<file path="config.mk">
export PLATFORM = sky130hd
export DESIGN_NAME = rslv_cordic_cell
export DESIGN_NICKNAME = d
export VERILOG_FILES = /design/src/rtl/core/rslv_pkg.sv /design/src/rtl/core/rslv_cordic_cell.sv
export SDC_FILE = /design/constraint.sdc
export NUM_CORES = 1
export LEC_CHECK = 0
export BUFFER_PORTS_ARGS = -buffer_cell sky130_fd_sc_hd__buf_4
export CORE_MARGIN = 2
export CORE_UTILIZATION = 50
export DETAILED_ROUTE_END_ITERATION = 8
export PLACE_DENSITY = 0.84
export SYNTH_ARGS = -nofsm -noshare
export SYNTH_HDL_FRONTEND = slang
export SYNTH_SLANG_ARGS = --single-unit
</file>
<file path="constraint.sdc">
create_clock -name clock -period 4.1 [get_ports clock]
set_clock_uncertainty 0.2 [all_clocks]
set_input_delay 0.82 -clock clock [delete_from_list [all_inputs] [get_ports clock]]
set_output_delay 0.82 -clock clock [all_outputs]
set_load 0.02 [all_outputs]
</file>
<file path="src/rtl/core/rslv_pkg.sv">
// shared types, constants and the arctangent table of the resolver angle block
`timescale 1ns / 1ps
`default_nettype none
package rslv_pkg;

   // converter code and normalisation widths
   localparam int ADC_BITS   = 12;
   localparam int CNT_W      = ADC_BITS + 1;
   localparam int DIFF_W     = CNT_W + 5;
   localparam int GAIN_W     = 18;
   localparam int PROD_W     = DIFF_W + GAIN_W + 1;
   localparam int GAIN_SHIFT = 18;
   localparam int SHIFT_W    = PROD_W - GAIN_SHIFT;
   localparam int NORM_W     = 16;
   localparam int BIAS_W     = 16;
   localparam int OFFSET_W   = 16;
   localparam int ANGLE_W    = 17;
   localparam int CSR_DATA_W = 18;
   localparam int CSR_IDX_W  = 3;

   // cordic datapath widths
   localparam int GUARD_BITS = 8;
   localparam int XY_W       = 27;
   localparam int Z_W        = 28;
   localparam int ANGLE_DROP = 11;
   localparam int MAX_STAGES = 24;

   localparam logic [CNT_W-1:0]  CODE_MID   = CNT_W'(1) << (ADC_BITS - 1);
   localparam logic [Z_W-1:0]    PI_Z       = Z_W'(52707179);
   localparam logic [Z_W-1:0]    ROUND_HALF = Z_W'(1) << (ANGLE_DROP - 1);
   localparam logic [GAIN_W-1:0] GAIN_UNITY = GAIN_W'(131072);

   // atan(2^-i) in radians at 2^-24 resolution, rounded to nearest
   localparam logic [Z_W-1:0] ATAN_TAB [MAX_STAGES] = '{
      Z_W'(13176795), Z_W'(7778716), Z_W'(4110060), Z_W'(2086331),
      Z_W'(1047214),  Z_W'(524117),  Z_W'(262123),  Z_W'(131069),
      Z_W'(65536),    Z_W'(32768),   Z_W'(16384),   Z_W'(8192),
      Z_W'(4096),     Z_W'(2048),    Z_W'(1024),    Z_W'(512),
      Z_W'(256),      Z_W'(128),     Z_W'(64),      Z_W'(32),
      Z_W'(16),       Z_W'(8),       Z_W'(4),       Z_W'(2)
   };

   // register indexes
   typedef enum logic [CSR_IDX_W-1:0] {
      CSR_SINE_BIAS    = 3'd0,
      CSR_COSINE_BIAS  = 3'd1,
      CSR_SINE_GAIN    = 3'd2,
      CSR_COSINE_GAIN  = 3'd3,
      CSR_ANGLE_OFFSET = 3'd4
   } csr_index_type;

   typedef struct packed {
      logic [BIAS_W-1:0]   sine_bias;
      logic [BIAS_W-1:0]   cosine_bias;
      logic [GAIN_W-1:0]   sine_gain;
      logic [GAIN_W-1:0]   cosine_gain;
      logic [OFFSET_W-1:0] angle_offset;
   } csr_type;

   // what one cell hands to the next
   typedef struct packed {
      logic [XY_W-1:0]   x;
      logic [XY_W-1:0]   y;
      logic [Z_W-1:0]    z;
      logic              zero;
      logic [NORM_W-1:0] sine_norm;
      logic [NORM_W-1:0] cosine_norm;
   } cordic_type;

endpackage
`default_nettype wire

</file>
<file path="src/rtl/core/rslv_cordic_cell.sv">
// one vectoring cordic micro-rotation with its own item register
`timescale 1ns / 1ps
`default_nettype none
module rslv_cordic_cell #(
   parameter int STAGE = 0
) (
   input  logic                 clock,
   input  logic                 reset,
   input  logic                 in_valid,
   output logic                 in_ready,
   input  rslv_pkg::cordic_type in_data,
   output logic                 out_valid,
   input  logic                 out_ready,
   output rslv_pkg::cordic_type out_data
);

   logic                 valid_ff;
   logic                 ready;
   rslv_pkg::cordic_type data_ff, data_in;

   assign ready = !valid_ff || out_ready;

   always_comb begin
      logic signed [rslv_pkg::XY_W-1:0] xs, ys;
      xs = $signed(in_data.x) >>> STAGE;
      ys = $signed(in_data.y) >>> STAGE;
      data_in = in_data;
      // drive y towards zero
      if (!in_data.y[rslv_pkg::XY_W-1]) begin
         data_in.x = in_data.x + ys;
         data_in.y = in_data.y - xs;
         data_in.z = in_data.z + rslv_pkg::ATAN_TAB[STAGE];
      end else begin
         data_in.x = in_data.x - ys;
         data_in.y = in_data.y + xs;
         data_in.z = in_data.z - rslv_pkg::ATAN_TAB[STAGE];
      end
   end

   always_ff @(posedge clock) begin
      if (reset) begin
         valid_ff <= 1'b0;
      end else if (ready) begin
         valid_ff <= in_valid;
      end
   end

   always_ff @(posedge clock) begin
      if (ready && in_valid) begin
         data_ff <= data_in;
      end
   end

   assign in_ready  = ready;
   assign out_valid = valid_ff;
   assign out_data  = data_ff;

endmodule
`default_nettype wire

</file>
; Word level (Yosys, flattened, before mapping)
; Cells that the tools add are included.
[word_totals]
reg_bits = 116
latchBits = 0
mem_bits_rw = 0
rom_bits = 0
input_bits = 119
output_inout_bits = 117
wordCells = 16
mem_count = 0
[op_classes]
add_sub_neg = 5
mul = 0
div_mod_pow = 0
n_lt_le_gt_ge = 0
eq_ne = 0
n_shift = 0
n_mux = 1
bitwise = 0
reduce_logical = 3
[op_table]
columns = op, n
row1 = $mux W82, 1
row2 = $sub A27 B27 Y27, 2
row3 = $add A28 B24 Y28 const B, 1
row4 = $sub A28 B24 Y28 const B, 1
row5 = $add A27 B27 Y27, 1
row6 = $logic_and A1 B1 Y1, 1
row7 = $logic_not A1 Y1, 1
row8 = $logic_or A1 B1 Y1, 1

; Logic depth before layout (Yosys ltp)
[depth]
ltp_word = 3
depth_mapped = 11
ltp_nobuf = 10

; Worst setup path before layout
; OpenSTA, ideal clock, no wires.
[synth_timing]
kind = in2reg
startpoint = in out_ready
endpoint = reg data_ff, in the netlist out_data[0], enable pin
setup_time_ps = 486
arrival_time_ps = 3748
slack_ps = -334
stages = 2
n_path_buf = 0
path_cell_list = nand2b_1 -> and2_1
[synth_between]
elab_chain_len = 2
[synth_rtl]
columns = element, line_no
row1 = start: declaration, rslv_cordic_cell.sv:13  ; input logic out_ready,
row2 = $logic_or A1 B1 Y1, rslv_cordic_cell.sv:21  ; assign ready = !valid_ff || out_ready;
row3 = $logic_and A1 B1 Y1, rslv_cordic_cell.sv:49  ; if (ready && in_valid) begin
row4 = end signal: assignment, rslv_cordic_cell.sv:50  ; data_ff <= data_in;
row5 = end: declaration, rslv_cordic_cell.sv:19  ; rslv_pkg::cordic_type data_ff, data_in;
; No other way between the ends.
; A chain may end at the register's enable or synchronous reset.

==> metrics.cfg <==
[clock_network]
cts_tree=yes
cts.sinks=115
numCtsBuffers=17
ctsResizeCount=0
cts.reportedPaths.clkPinSlew_ns=0.06
insertion_delay_ns=0.41
htree_levels=4
cts_buffer_depth=2
cts-root-buf=clkbuf_16
post_cts_buffers=0
cts_hold_buf=0

[synth]
avgSynthCellArea_um2=9.13
synth_edf_count=114
yosysWarningCount=0
ys_ff_latch=115
netlist_instances=1091
synth_fp_nets=1327
synthFlopType=edfxtp_1
seq_area_frac_synth_pct=34.6
netlist_area_um2=9960
synth-async-reset-ratio_pct=0
yosysUniqueCellTypes=84

[job]
drv_cap=0

[setup_path]
path_class=primary input to flop
cp_max_fo=10
cp-start-kind=primary input
cp_data_required_time_ns=4.04
arrival_ns=3.40
endpoint_kind=flop
reg2reg_slack_ns=2.05

[power]
power.density_nw_per_um2=372
leakage_uw=0.00557
power_uw=4720
vdd_ir_drop_max_uv=268

[sta]
finalSetupViolCount=0
fmax_mhz=289
layout_setup_ws_ns=0.642
hold_violations=0
fin_crit_ns=3.46
rsz0062_at_grt=no
period_share_pct=84.3
fin_tns_setup_ns=0
worst_slew_pin_slew_ns=0.735
slew_violations=0
relSlewSlack_pct=51.0

[routing]
avgRoutedWirePerCell_um=19.2
drtPass1Iterations=5
num_vias=9514
routed_via_density=5.96
ant_nets=0
routed_wl_um=30700
drt_iter0_drc=912
remaining_drc_errors=0

[global_routing]
grt-ovfl-total=0
antenna_found_initial=0
grt_pass1_wl_um=48400
grt_max_degree=84
grt.total_usage_pct=28.4
grt_pass1_vias=9022

[layout]
nFillCells=1656
antenna_cells=0
drive_above_1_share_pct=23.8
nets=1555
layout_common_cells=buf_4, edfxtp_1, ha_1, a21oi_1, inv_1
area_growth_pct=27.3
final_cells=1597
final_common_cell=buf_4
design_area_um2=12700

[hold_path]
min_path_type=primary input to flop

[die]
die_h_um=145
die_area_um2=21100
die_x_um=145
start_util_pct=51.0
ioPinCount=236
coreArea_um2=19500
fp-row-count=51

[place]
placed_cell_area_um2=12000
gp_congestion=1.03
post-place-ws_ns=0.298
io_buffers=235
dp_hpwl_um=24000
dp_cells=1565

[status]
outcome=finished clean

[synth_stat cells (5+ instances only)]
| cell | number | area [um2] |
|---|---|---|
| o21bai_1 | 12 | 90.1 |
| nand3_1 | 21 | 105 |
| o211ai_1 | 18 | 135 |
| o31a_1 | 5 | 43.8 |
| and3_1 | 10 | 62.6 |
| edfxtp_1 | 114 | 3420 |
| a21o_1 | 30 | 225 |
| xnor2_1 | 46 | 403 |
| clkbuf_1 | 26 | 97.6 |
| nor2_1 | 84 | 315 |
| inv_1 | 98 | 368 |
| xor2_1 | 22 | 193 |
| or3_1 | 9 | 56.3 |
| a21oi_1 | 111 | 556 |
| a31oi_1 | 9 | 56.3 |
| and2_1 | 6 | 37.5 |
| buf_2 | 10 | 50.1 |
| nand2b_1 | 11 | 68.8 |
| nand4_1 | 11 | 68.8 |
| o221ai_1 | 7 | 61.3 |
| o21ai_0 | 77 | 385 |
| nor3_1 | 16 | 80.1 |
| mux2i_1 | 7 | 70.1 |
| nor2b_1 | 15 | 93.8 |
| or2_2 | 7 | 43.8 |
| o21a_1 | 9 | 67.6 |
| a211oi_1 | 27 | 203 |
| nand2_1 | 56 | 210 |
| o31ai_1 | 9 | 67.6 |
| ha_1 | 113 | 1410 |
| buf_1 | 8 | 30.0 |
[per-layer routing]
metal  routed length [um]  part of all wire, %  vias to the layer above  track usage, %
met3                 2650                  8.6                       47            4.72
met1                12800                   42                     4500            37.9
met4                  769                  2.5                        0            8.82
li1                     -                    -                     4453               -
met2                14500                   47                      514            47.4
met5                    0                    0                        -               0
[registers in the layout, indices dropped and copies added (netlist names)]
register,cells
out_data,114
out_valid,1
[final timing paths]
check                           cells after the start        start      endpoint
worst max-delay path                               10  in_data[67]  out_data[80]
worst min-delay path                                2        reset     out_valid
worst max register to register                      3    out_valid  out_data[57]
worst min register to register                      2    out_valid     out_valid
[kinds of logic after synthesis]
kind of cell / Yosys count / synth area share [%]
AOI/OAI and AO/OA: 372 / 24.8
xor gates and xnor gates: 68 / 5.98
adders and majority gates: 117 / 15.0
buffers and inverters: 147 / 5.78
DFF: 115 / 34.6
muxes: 7 / 0.704
and+or+nand+nor: 265 / 13.2
[per-stage QoR]
step	util (%)	hold slack, ns
2_1_floorplan	-	0.529
3_3_place_gp	61.6	0.307
3_5_place_dp	61.6	0.359
4_1_cts	64.9	0.350
5_1_grt	64.9	0.348
6_report	64.9	0.362
[cell type report]
class                           count  area (um2)  area share (%)
Multi-Input combinational cell    829        5940            46.9
Sequential cell                   115        3440            27.2
Clock inverter                     15         220            1.74
Tap cell                          265         332            2.61
Timing Repair Buffer              255        1940            15.3
Clock buffer                       17         425            3.36
Inverter                          101         379            2.99
[worst max-delay path, stage by stage]
cell	delay [ns]
buf_4	0.09
inv_1	0.04
ha_1	0.43
inv_1	0.17
a2111oi_0	0.49
nand4_1	0.31
a2111oi_4	0.55
o31ai_1	0.16
a21oi_1	0.22
xnor2_1	0.10
[power breakdown]
part / switching, uW / internal (uW) / total, uW / leakage, uW
logic: 953 / 626 / 1580 / 0.00414
clock network: 574 / 1040 / 1610 / 0.000313
registers: 45.6 / 1480 / 1530 / 0.00111
total: 1570 / 3140 / 4720 / 0.00557
(Power assumes the default switching activity.)
