File: src/rtl/core/rslv_pkg.sv
// shared types, constants and the arctangent table of the resolver angle block
`timescale 1ns / 1ps
`default_nettype none
package rslv_pkg;

   // converter code and normalisation widths
   localparam int ADC_BITS   = 12;
   localparam int CNT_W      = ADC_BITS + 1;
   localparam int DIFF_W     = CNT_W + 5;
   localparam int GAIN_W     = 18;
   localparam int PROD_W     = DIFF_W + GAIN_W + 1;
   localparam int GAIN_SHIFT = 18;
   localparam int SHIFT_W    = PROD_W - GAIN_SHIFT;
   localparam int NORM_W     = 16;
   localparam int BIAS_W     = 16;
   localparam int OFFSET_W   = 16;
   localparam int ANGLE_W    = 17;
   localparam int CSR_DATA_W = 18;
   localparam int CSR_IDX_W  = 3;

   // cordic datapath widths
   localparam int GUARD_BITS = 8;
   localparam int XY_W       = 27;
   localparam int Z_W        = 28;
   localparam int ANGLE_DROP = 11;
   localparam int MAX_STAGES = 24;

   localparam logic [CNT_W-1:0]  CODE_MID   = CNT_W'(1) << (ADC_BITS - 1);
   localparam logic [Z_W-1:0]    PI_Z       = Z_W'(52707179);
   localparam logic [Z_W-1:0]    ROUND_HALF = Z_W'(1) << (ANGLE_DROP - 1);
   localparam logic [GAIN_W-1:0] GAIN_UNITY = GAIN_W'(131072);

   // atan(2^-i) in radians at 2^-24 resolution, rounded to nearest
   localparam logic [Z_W-1:0] ATAN_TAB [MAX_STAGES] = '{
      Z_W'(13176795), Z_W'(7778716), Z_W'(4110060), Z_W'(2086331),
      Z_W'(1047214),  Z_W'(524117),  Z_W'(262123),  Z_W'(131069),
      Z_W'(65536),    Z_W'(32768),   Z_W'(16384),   Z_W'(8192),
      Z_W'(4096),     Z_W'(2048),    Z_W'(1024),    Z_W'(512),
      Z_W'(256),      Z_W'(128),     Z_W'(64),      Z_W'(32),
      Z_W'(16),       Z_W'(8),       Z_W'(4),       Z_W'(2)
   };

   // register indexes
   typedef enum logic [CSR_IDX_W-1:0] {
      CSR_SINE_BIAS    = 3'd0,
      CSR_COSINE_BIAS  = 3'd1,
      CSR_SINE_GAIN    = 3'd2,
      CSR_COSINE_GAIN  = 3'd3,
      CSR_ANGLE_OFFSET = 3'd4
   } csr_index_type;

   typedef struct packed {
      logic [BIAS_W-1:0]   sine_bias;
      logic [BIAS_W-1:0]   cosine_bias;
      logic [GAIN_W-1:0]   sine_gain;
      logic [GAIN_W-1:0]   cosine_gain;
      logic [OFFSET_W-1:0] angle_offset;
   } csr_type;

   // what one cell hands to the next
   typedef struct packed {
      logic [XY_W-1:0]   x;
      logic [XY_W-1:0]   y;
      logic [Z_W-1:0]    z;
      logic              zero;
      logic [NORM_W-1:0] sine_norm;
      logic [NORM_W-1:0] cosine_norm;
   } cordic_type;

endpackage
`default_nettype wire

File: src/rtl/core/rslv_front.sv
// front end: code to count, bias, gain, saturation and cordic pre-rotation
`timescale 1ns / 1ps
`default_nettype none
module rslv_front (
   input  logic                          clock,
   input  logic                          reset,
   input  logic                          in_valid,
   output logic                          in_ready,
   input  logic [rslv_pkg::ADC_BITS-1:0] sine_code,
   input  logic [rslv_pkg::ADC_BITS-1:0] cosine_code,
   input  rslv_pkg::csr_type             csr,
   output logic                          out_valid,
   input  logic                          out_ready,
   output rslv_pkg::cordic_type          out_data
);

   localparam int DIFF_W  = rslv_pkg::DIFF_W;
   localparam int PROD_W  = rslv_pkg::PROD_W;
   localparam int SHIFT_W = rslv_pkg::SHIFT_W;
   localparam int NORM_W  = rslv_pkg::NORM_W;
   localparam int CNT_W   = rslv_pkg::CNT_W;
   localparam int XY_W    = rslv_pkg::XY_W;
   localparam int Z_W     = rslv_pkg::Z_W;
   localparam int GW      = rslv_pkg::GUARD_BITS;

   logic [3:0] valid_ff, valid_in, stage_ready;

   logic signed [DIFF_W-1:0] sdiff_ff, cdiff_ff, sdiff_in, cdiff_in;
   logic signed [PROD_W-1:0] sprod_ff, cprod_ff, sprod_in, cprod_in;
   logic [NORM_W-1:0]        snorm_ff, cnorm_ff, snorm_in, cnorm_in;
   rslv_pkg::cordic_type     rot_ff, rot_in;

   // count = mid - code, then four fraction bits, then bias
   function automatic logic signed [DIFF_W-1:0] debias(
      input logic [rslv_pkg::ADC_BITS-1:0] code,
      input logic [rslv_pkg::BIAS_W-1:0]   bias
   );
      logic [CNT_W-1:0] cnt;
      cnt = rslv_pkg::CODE_MID - {1'b0, code};
      return $signed({cnt[CNT_W-1], cnt, 4'b0000})
           - $signed({{(DIFF_W - rslv_pkg::BIAS_W){bias[rslv_pkg::BIAS_W-1]}}, bias});
   endfunction

   // floor shift to q2.14 then clamp
   function automatic logic [NORM_W-1:0] saturate(input logic signed [PROD_W-1:0] p);
      logic signed [SHIFT_W-1:0] sh;
      sh = SHIFT_W'(p >>> rslv_pkg::GAIN_SHIFT);
      if (sh > $signed(SHIFT_W'({1'b0, {(NORM_W-1){1'b1}}}))) begin
         return {1'b0, {(NORM_W-1){1'b1}}};
      end else if (sh < $signed({{(SHIFT_W-NORM_W+1){1'b1}}, {(NORM_W-1){1'b0}}})) begin
         return {1'b1, {(NORM_W-1){1'b0}}};
      end else begin
         return sh[NORM_W-1:0];
      end
   endfunction

   // a stage moves when empty or when its successor moves
   always_comb begin
      stage_ready[3] = !valid_ff[3] || out_ready;
      stage_ready[2] = !valid_ff[2] || stage_ready[3];
      stage_ready[1] = !valid_ff[1] || stage_ready[2];
      stage_ready[0] = !valid_ff[0] || stage_ready[1];
      valid_in = {valid_ff[2:0], in_valid};
   end

   always_comb begin
      logic        neg;
      logic [16:0] xs, ys;
      sdiff_in = debias(sine_code, csr.sine_bias);
      cdiff_in = debias(cosine_code, csr.cosine_bias);
      sprod_in = sdiff_ff * $signed({1'b0, csr.sine_gain});
      cprod_in = cdiff_ff * $signed({1'b0, csr.cosine_gain});
      snorm_in = saturate(sprod_ff);
      cnorm_in = saturate(cprod_ff);

      // left half plane: turn the vector by pi first
      neg = cnorm_ff[NORM_W-1];
      xs  = {cnorm_ff[NORM_W-1], cnorm_ff};
      ys  = {snorm_ff[NORM_W-1], snorm_ff};
      if (neg) begin
         xs = 17'(-$signed(xs));
         ys = 17'(-$signed(ys));
      end
      rot_in.x = {{(XY_W-17-GW){xs[16]}}, xs, {GW{1'b0}}};
      rot_in.y = {{(XY_W-17-GW){ys[16]}}, ys, {GW{1'b0}}};
      if (!neg) begin
         rot_in.z = '0;
      end else if (!snorm_ff[NORM_W-1]) begin
         rot_in.z = rslv_pkg::PI_Z;
      end else begin
         rot_in.z = Z_W'(-$signed(rslv_pkg::PI_Z));
      end
      rot_in.zero        = (snorm_ff == '0) && (cnorm_ff == '0);
      rot_in.sine_norm   = snorm_ff;
      rot_in.cosine_norm = cnorm_ff;
   end

   always_ff @(posedge clock) begin
      if (reset) begin
         valid_ff <= '0;
      end else begin
         for (int k = 0; k < 4; k++) begin
            if (stage_ready[k]) begin
               valid_ff[k] <= valid_in[k];
            end
         end
      end
   end

   always_ff @(posedge clock) begin
      if (stage_ready[0] && valid_in[0]) begin
         sdiff_ff <= sdiff_in;
         cdiff_ff <= cdiff_in;
      end
      if (stage_ready[1] && valid_in[1]) begin
         sprod_ff <= sprod_in;
         cprod_ff <= cprod_in;
      end
      if (stage_ready[2] && valid_in[2]) begin
         snorm_ff <= snorm_in;
         cnorm_ff <= cnorm_in;
      end
      if (stage_ready[3] && valid_in[3]) begin
         rot_ff <= rot_in;
      end
   end

   assign in_ready  = stage_ready[0];
   assign out_valid = valid_ff[3];
   assign out_data  = rot_ff;

endmodule
`default_nettype wire

File: config.mk
export PLATFORM = sky130hd
export DESIGN_NAME = rslv_front
export DESIGN_NICKNAME = d
export VERILOG_FILES = /design/src/rtl/core/rslv_pkg.sv /design/src/rtl/core/rslv_front.sv
export SDC_FILE = /design/constraint.sdc
export NUM_CORES = 2
export LEC_CHECK = 0
export ABC_AREA = 0
export BUFFER_PORTS_ARGS = -buffer_cell sky130_fd_sc_hd__buf_2
export CORE_MARGIN = 1
export CORE_UTILIZATION = 50
export CTS_BUF_LIST = sky130_fd_sc_hd__clkbuf_8 sky130_fd_sc_hd__clkbuf_16
export DETAILED_ROUTE_END_ITERATION = 8
export PLACE_DENSITY = 0.68
export SLEW_MARGIN = 20
export SYNTH_ARGS = -nofsm -noshare
export SYNTH_HDL_FRONTEND = slang
export SYNTH_SLANG_ARGS = --single-unit
File: constraint.sdc
create_clock -name clock -period 16.2 [get_ports clock]
set_input_delay 0 -clock clock [delete_from_list [all_inputs] [get_ports clock]]
set_output_delay 0 -clock clock [all_outputs]
set_load 0.01 [all_outputs]
### Word-level counts from Yosys, hierarchy flattened

Index checks and enable logic that the tools add are counted.

* register bits after elaboration: 241
* input port bits: 112
* output and inout bits: 117

* $add $sub $neg: 6
* $mul: 2
* magnitude comparators: 4
* multiplexer cells: 5
* reductions and logical operators: 15

Operators with widths (number)
* 18-bit by 19-bit multiplier with 37-bit output: 2
* 19-bit by 16-bit > comparator with 1-bit output, second input constant: 2
* 19-bit by 16-bit < comparator with 1-bit output, second input constant: 2
* 17-bit by 16-bit subtractor with 18-bit output: 2
* 17-bit two-way mux: 2
* 16-bit negation with 17-bit output: 2
* 16-bit logical NOT: 2
* 16-bit two-way mux: 2
* 28-bit two-way mux: 1
* 12-bit by 12-bit subtractor with 13-bit output, first input constant: 2
* 1-bit logical AND: 5
* 1-bit logical NOT: 4
* 1-bit logical OR: 4

### Longest topological paths before layout

* word-level depth: 6
* mapped depth: 23

### Worst setup path after synthesis

Ideal clock, no wire load.

* kind: register -> register
* from: register sdiff_ff[3]
* to: register sprod_ff[30], data pin
* setup time: 0.266 ns
* arrival: 5.842 ns
* data required time: 15.934 ns
* path slack: 10.092 ns
* cell stages (with the launch flop): 21
* path buffers: 1
* clock period less this slack: 6.108 ns
* path through: edfxtp_1 > clkbuf_1 > nand2_1 > fa_1 > fa_1 > fa_1 > inv_1 > fa_1 > fa_1 > inv_1 > fa_1 > inv_1 > ha_1 > a21oi_1 > a21oi_1 > nor4_1 > a211oi_2 > o21ba_2 > a311oi_1 > o221ai_1 > xor2_1

* longest elaborated chain between the ends: 1

Ends and longest elaborated chain
* start: declaration: line rslv_front.sv:28 `logic signed [DIFF_W-1:0] sdiff_ff, cdiff_ff, sdiff_in, cdiff_in;`
* start signal: assignment: line rslv_front.sv:112 `sdiff_ff <= sdiff_in;`
* 18-bit by 19-bit multiplier with 37-bit output: line rslv_front.sv:71 `sprod_in = sdiff_ff * $signed({1'b0, csr.sine_gain});`
* named net sprod_in[30]: line rslv_front.sv:29 `logic signed [PROD_W-1:0] sprod_ff, cprod_ff, sprod_in, cprod_in;`
* end signal: assignment: line rslv_front.sv:116 `sprod_ff <= sprod_in;`
* end: declaration: line rslv_front.sv:29

The timed path passes the listed nets, and every way through them passes these cells.
A chain may end at the register's enable or synchronous reset.

### Worst setup path after layout

* from: register cdiff_ff[3]
* to: register cprod_ff[31], data pin

* longest elaborated chain between the ends: 1

Ends and longest elaborated chain
* start: declaration: line rslv_front.sv:28
* start signal: assignment: line rslv_front.sv:113 `cdiff_ff <= cdiff_in;`
* 18-bit by 19-bit multiplier with 37-bit output: line rslv_front.sv:72 `cprod_in = cdiff_ff * $signed({1'b0, csr.cosine_gain});`
* named net cprod_in[31]: line rslv_front.sv:29
* end signal: assignment: line rslv_front.sv:117 `cprod_ff <= cprod_in;`
* end: declaration: line rslv_front.sv:29

The timed path passes the listed nets, and every way through them passes these cells.

==> impl_results.md <==
* Die W at 242.8 um
* Router iterations before antenna repair at 5
* Sequential-to-total area share from yosys stat at 0.1829
* IO Pins at 229
* Routed Antenna Nets at 0
* Main combinational cell family by area after synthesis: adder cells
* Yosys warns at 0
* Port Buffer Count at 196
* Initial antenna violation count at 1
* Maxcap violations at 0
* Ranking of synthesized cells by area: fa_1 35%, edfxtp_1 18%, ha_1 12%
* Simple-gate share of the synthesized area at 0.1526
* Avg Inst Size Synth at 9.840 um^2
* Outcome: completed
* Critical Path AT at 7.26 ns
* Final #Nets at 3972
* Max-slew headroom at 0.3192
* Final setup fails at 0
* Post-DP HPWL at 50160 um
* DRC viols at 0
* Clock Pin Slew Worst Setup and Hold Paths at 0.09 ns
* CTS buffer count at 17
* Main synth FF type: edfxtp_1
* Die area at 58960 um^2
* Vias in the first global route at 21100
* Adder-cell share of the synthesized area at 0.4764
* Clk_lat worst skew at 0.48 ns
* Worst Path Required at 16.43 ns
* Cell area after synthesis at 29000 um^2
* Core Footprint at 56820 um^2
* Clock tree sinks at 178
* EDFF count, synth at 174
* Filler instances at 5055
* Final WL at 62900 um
* Total global-route track usage at 0.2213
* Crit end category: flop
* Worst-path maximum fanout at 18
* Die height at 242.8 um
* Flops & latches, synth at 178
* Synth Instances at 2947
* CTS HTree Levels at 4
* Post-synthesis mux area share at 0.001036
* WS Path Type: reg -> reg
* Starting DRC count in detailed routing at 1016
* Final worst-path cycle share at 0.4340
* Area of the multi-input gates at 20660 um^2
* Fin. Hold Viols at 0
* Gr ovfl total at 0
* Pins over their slew limit at 0
* GP Congestion at 0.8580
* Post-synth top area share at 0.3521
* Fraction of layout cells with a size suffix above 1 at 0.07837
* Cts hold-fix bufs at 16
* Register area at 5305 um^2
* Most frequent cell after synthesis: inv_1
* Worst Skew at 0.01603 ns
* Site Rows at 87
* CTS root buffer: clkbuf_16
* Initial Util at 0.5103
* First-pass GRT wire length at 104400 um
* Cts repair resizes at 0
* Worst Hold Class: in -> reg
* XOR/XNOR Fraction of Synth Area at 0.03322
* Setup TNS at 0 ns
* Number of inserted diodes at 0
* Startpoint Class: flop
* TritonCTS clock tree: yes
* Via density per instance at 5.184
* RSZ-0062 raised after global routing: no
* Commonest cells post-synth: 651 x inv_1, 510 x fa_1, 334 x nand2_1
* Tmin final at 7.030 ns
* Vias at 19860
* Area grow syn2layout at 7.378%
* Post-synth ARST share at 0
* Slew @ Worst Pin at 1.019 ns
* Synth area leader: fa_1
* Largest net degree at the start of global routing at 69
* Drt wl/cell at 16.42 um
* Postcts setup bufs at 0
* Max clock buf depth at 2
* Peak Freq at 142.2 MHz
* Compound-Gate Fraction of Synth Area at 0.04587
* Unique masters post-synth at 59
-- registers in the layout (all words and copies together), names as in the netlist --
register	cells
cdiff_ff	18
cnorm_ff	16
cprod_ff	19
out_data	68
sdiff_ff	18
snorm_ff	16
sprod_ff	19
valid_ff	4
-- worst max-delay path: stages, from the launching register on --
cell and delay (ns):
edfxtp_1 0.95, nand2_1 0.18, fa_1 0.56, fa_1 0.52
fa_1 0.54, inv_1 0.06, fa_1 0.49, fa_1 0.51
inv_1 0.05, fa_1 0.48, inv_1 0.05, ha_1 0.29
nand2_1 0.07, nor3_1 0.69, nand4_1 0.27, a31oi_1 0.38
o31ai_1 0.16, a21oi_1 0.23, a21oi_1 0.12, xnor2_1 0.14
-- layout make-up --
cell class	count	share of cell area
multi-input combinational	1999	0.6636
sequential	178	0.1704
inverter	651	0.07848
timing repair buffer	215	0.03737
tap	756	0.03038
clock buffer	17	0.01366
clock inverter	15	0.006108
-- final timing paths --
check                      start            to  slack, ns  cells past startpoint
hold reg to reg     cprod_ff[36]  cnorm_ff[15]       0.49                      0
setup reg to reg     cdiff_ff[3]  cprod_ff[31]       9.17                     19
hold / removal    cosine_code[0]   cdiff_ff[4]       0.06                      3
setup / recovery     cdiff_ff[3]  cprod_ff[31]       9.17                     19
-- through the flow --
stage                     setup WS [ns]    util  std cells  hold WS [ns]  area (um^2)
final                             9.170  0.5480       3831       0.05723        31140
after global routing              8.938  0.5480       3831       0.08052        31140
after CTS                         9.313  0.5480       3831       0.03220        31140
after detailed placement          9.420  0.5343       3783        0.2167        30360
after global placement            9.449  0.5343       3783        0.2204        30360
after floorplan                   10.09       -       2963       0.06907        29060
-- kinds of logic (layout without fill, tap and decap cells) --
kind of cell	after synthesis	after routing
AND/OR/NAND/NOR	876	876
adder cells (fa/ha/maj)	798	798
buffers and inverters	786	898
AO/OA/AOI/OAI	195	195
flip-flops	178	178
XOR/XNOR	110	110
multiplexers	3	3
other	1	17
-- cells in the final DEF, fill, tap and decap left out, drive strengths merged, types with 8 or more instances in the layout --
master	Yosys	final
buf	49	199
a21o	19	19
xnor2	83	83
edfxtp	174	174
nand3	24	24
nand2	334	334
xor2	27	27
conb	1	17
ha	288	288
and3	9	9
dlygate4sd3	0	16
nor2	70	70
fa	510	510
clkbuf	86	17
clkinv	0	8
nand2b	21	21
nor4	9	9
inv	651	657
o21ai	28	28
o21a	33	33
a21oi	49	49
and2	331	331
nor3	32	32
nor2b	17	17
o31ai	9	9
a31oi	8	8
-- layer usage --
layer	vias up	track usage	part of all wire
met1	10010	0.3001	0.44
met3	79	0.03383	0.058
li1	9185	-	-
met2	590	0.3719	0.48
met4	0	0.05475	0.018
met5	-	0	0
Power is left out: the tool's default activity adds up to more than one toggle a clock period on the data nets, which glitch-free logic cannot reach.
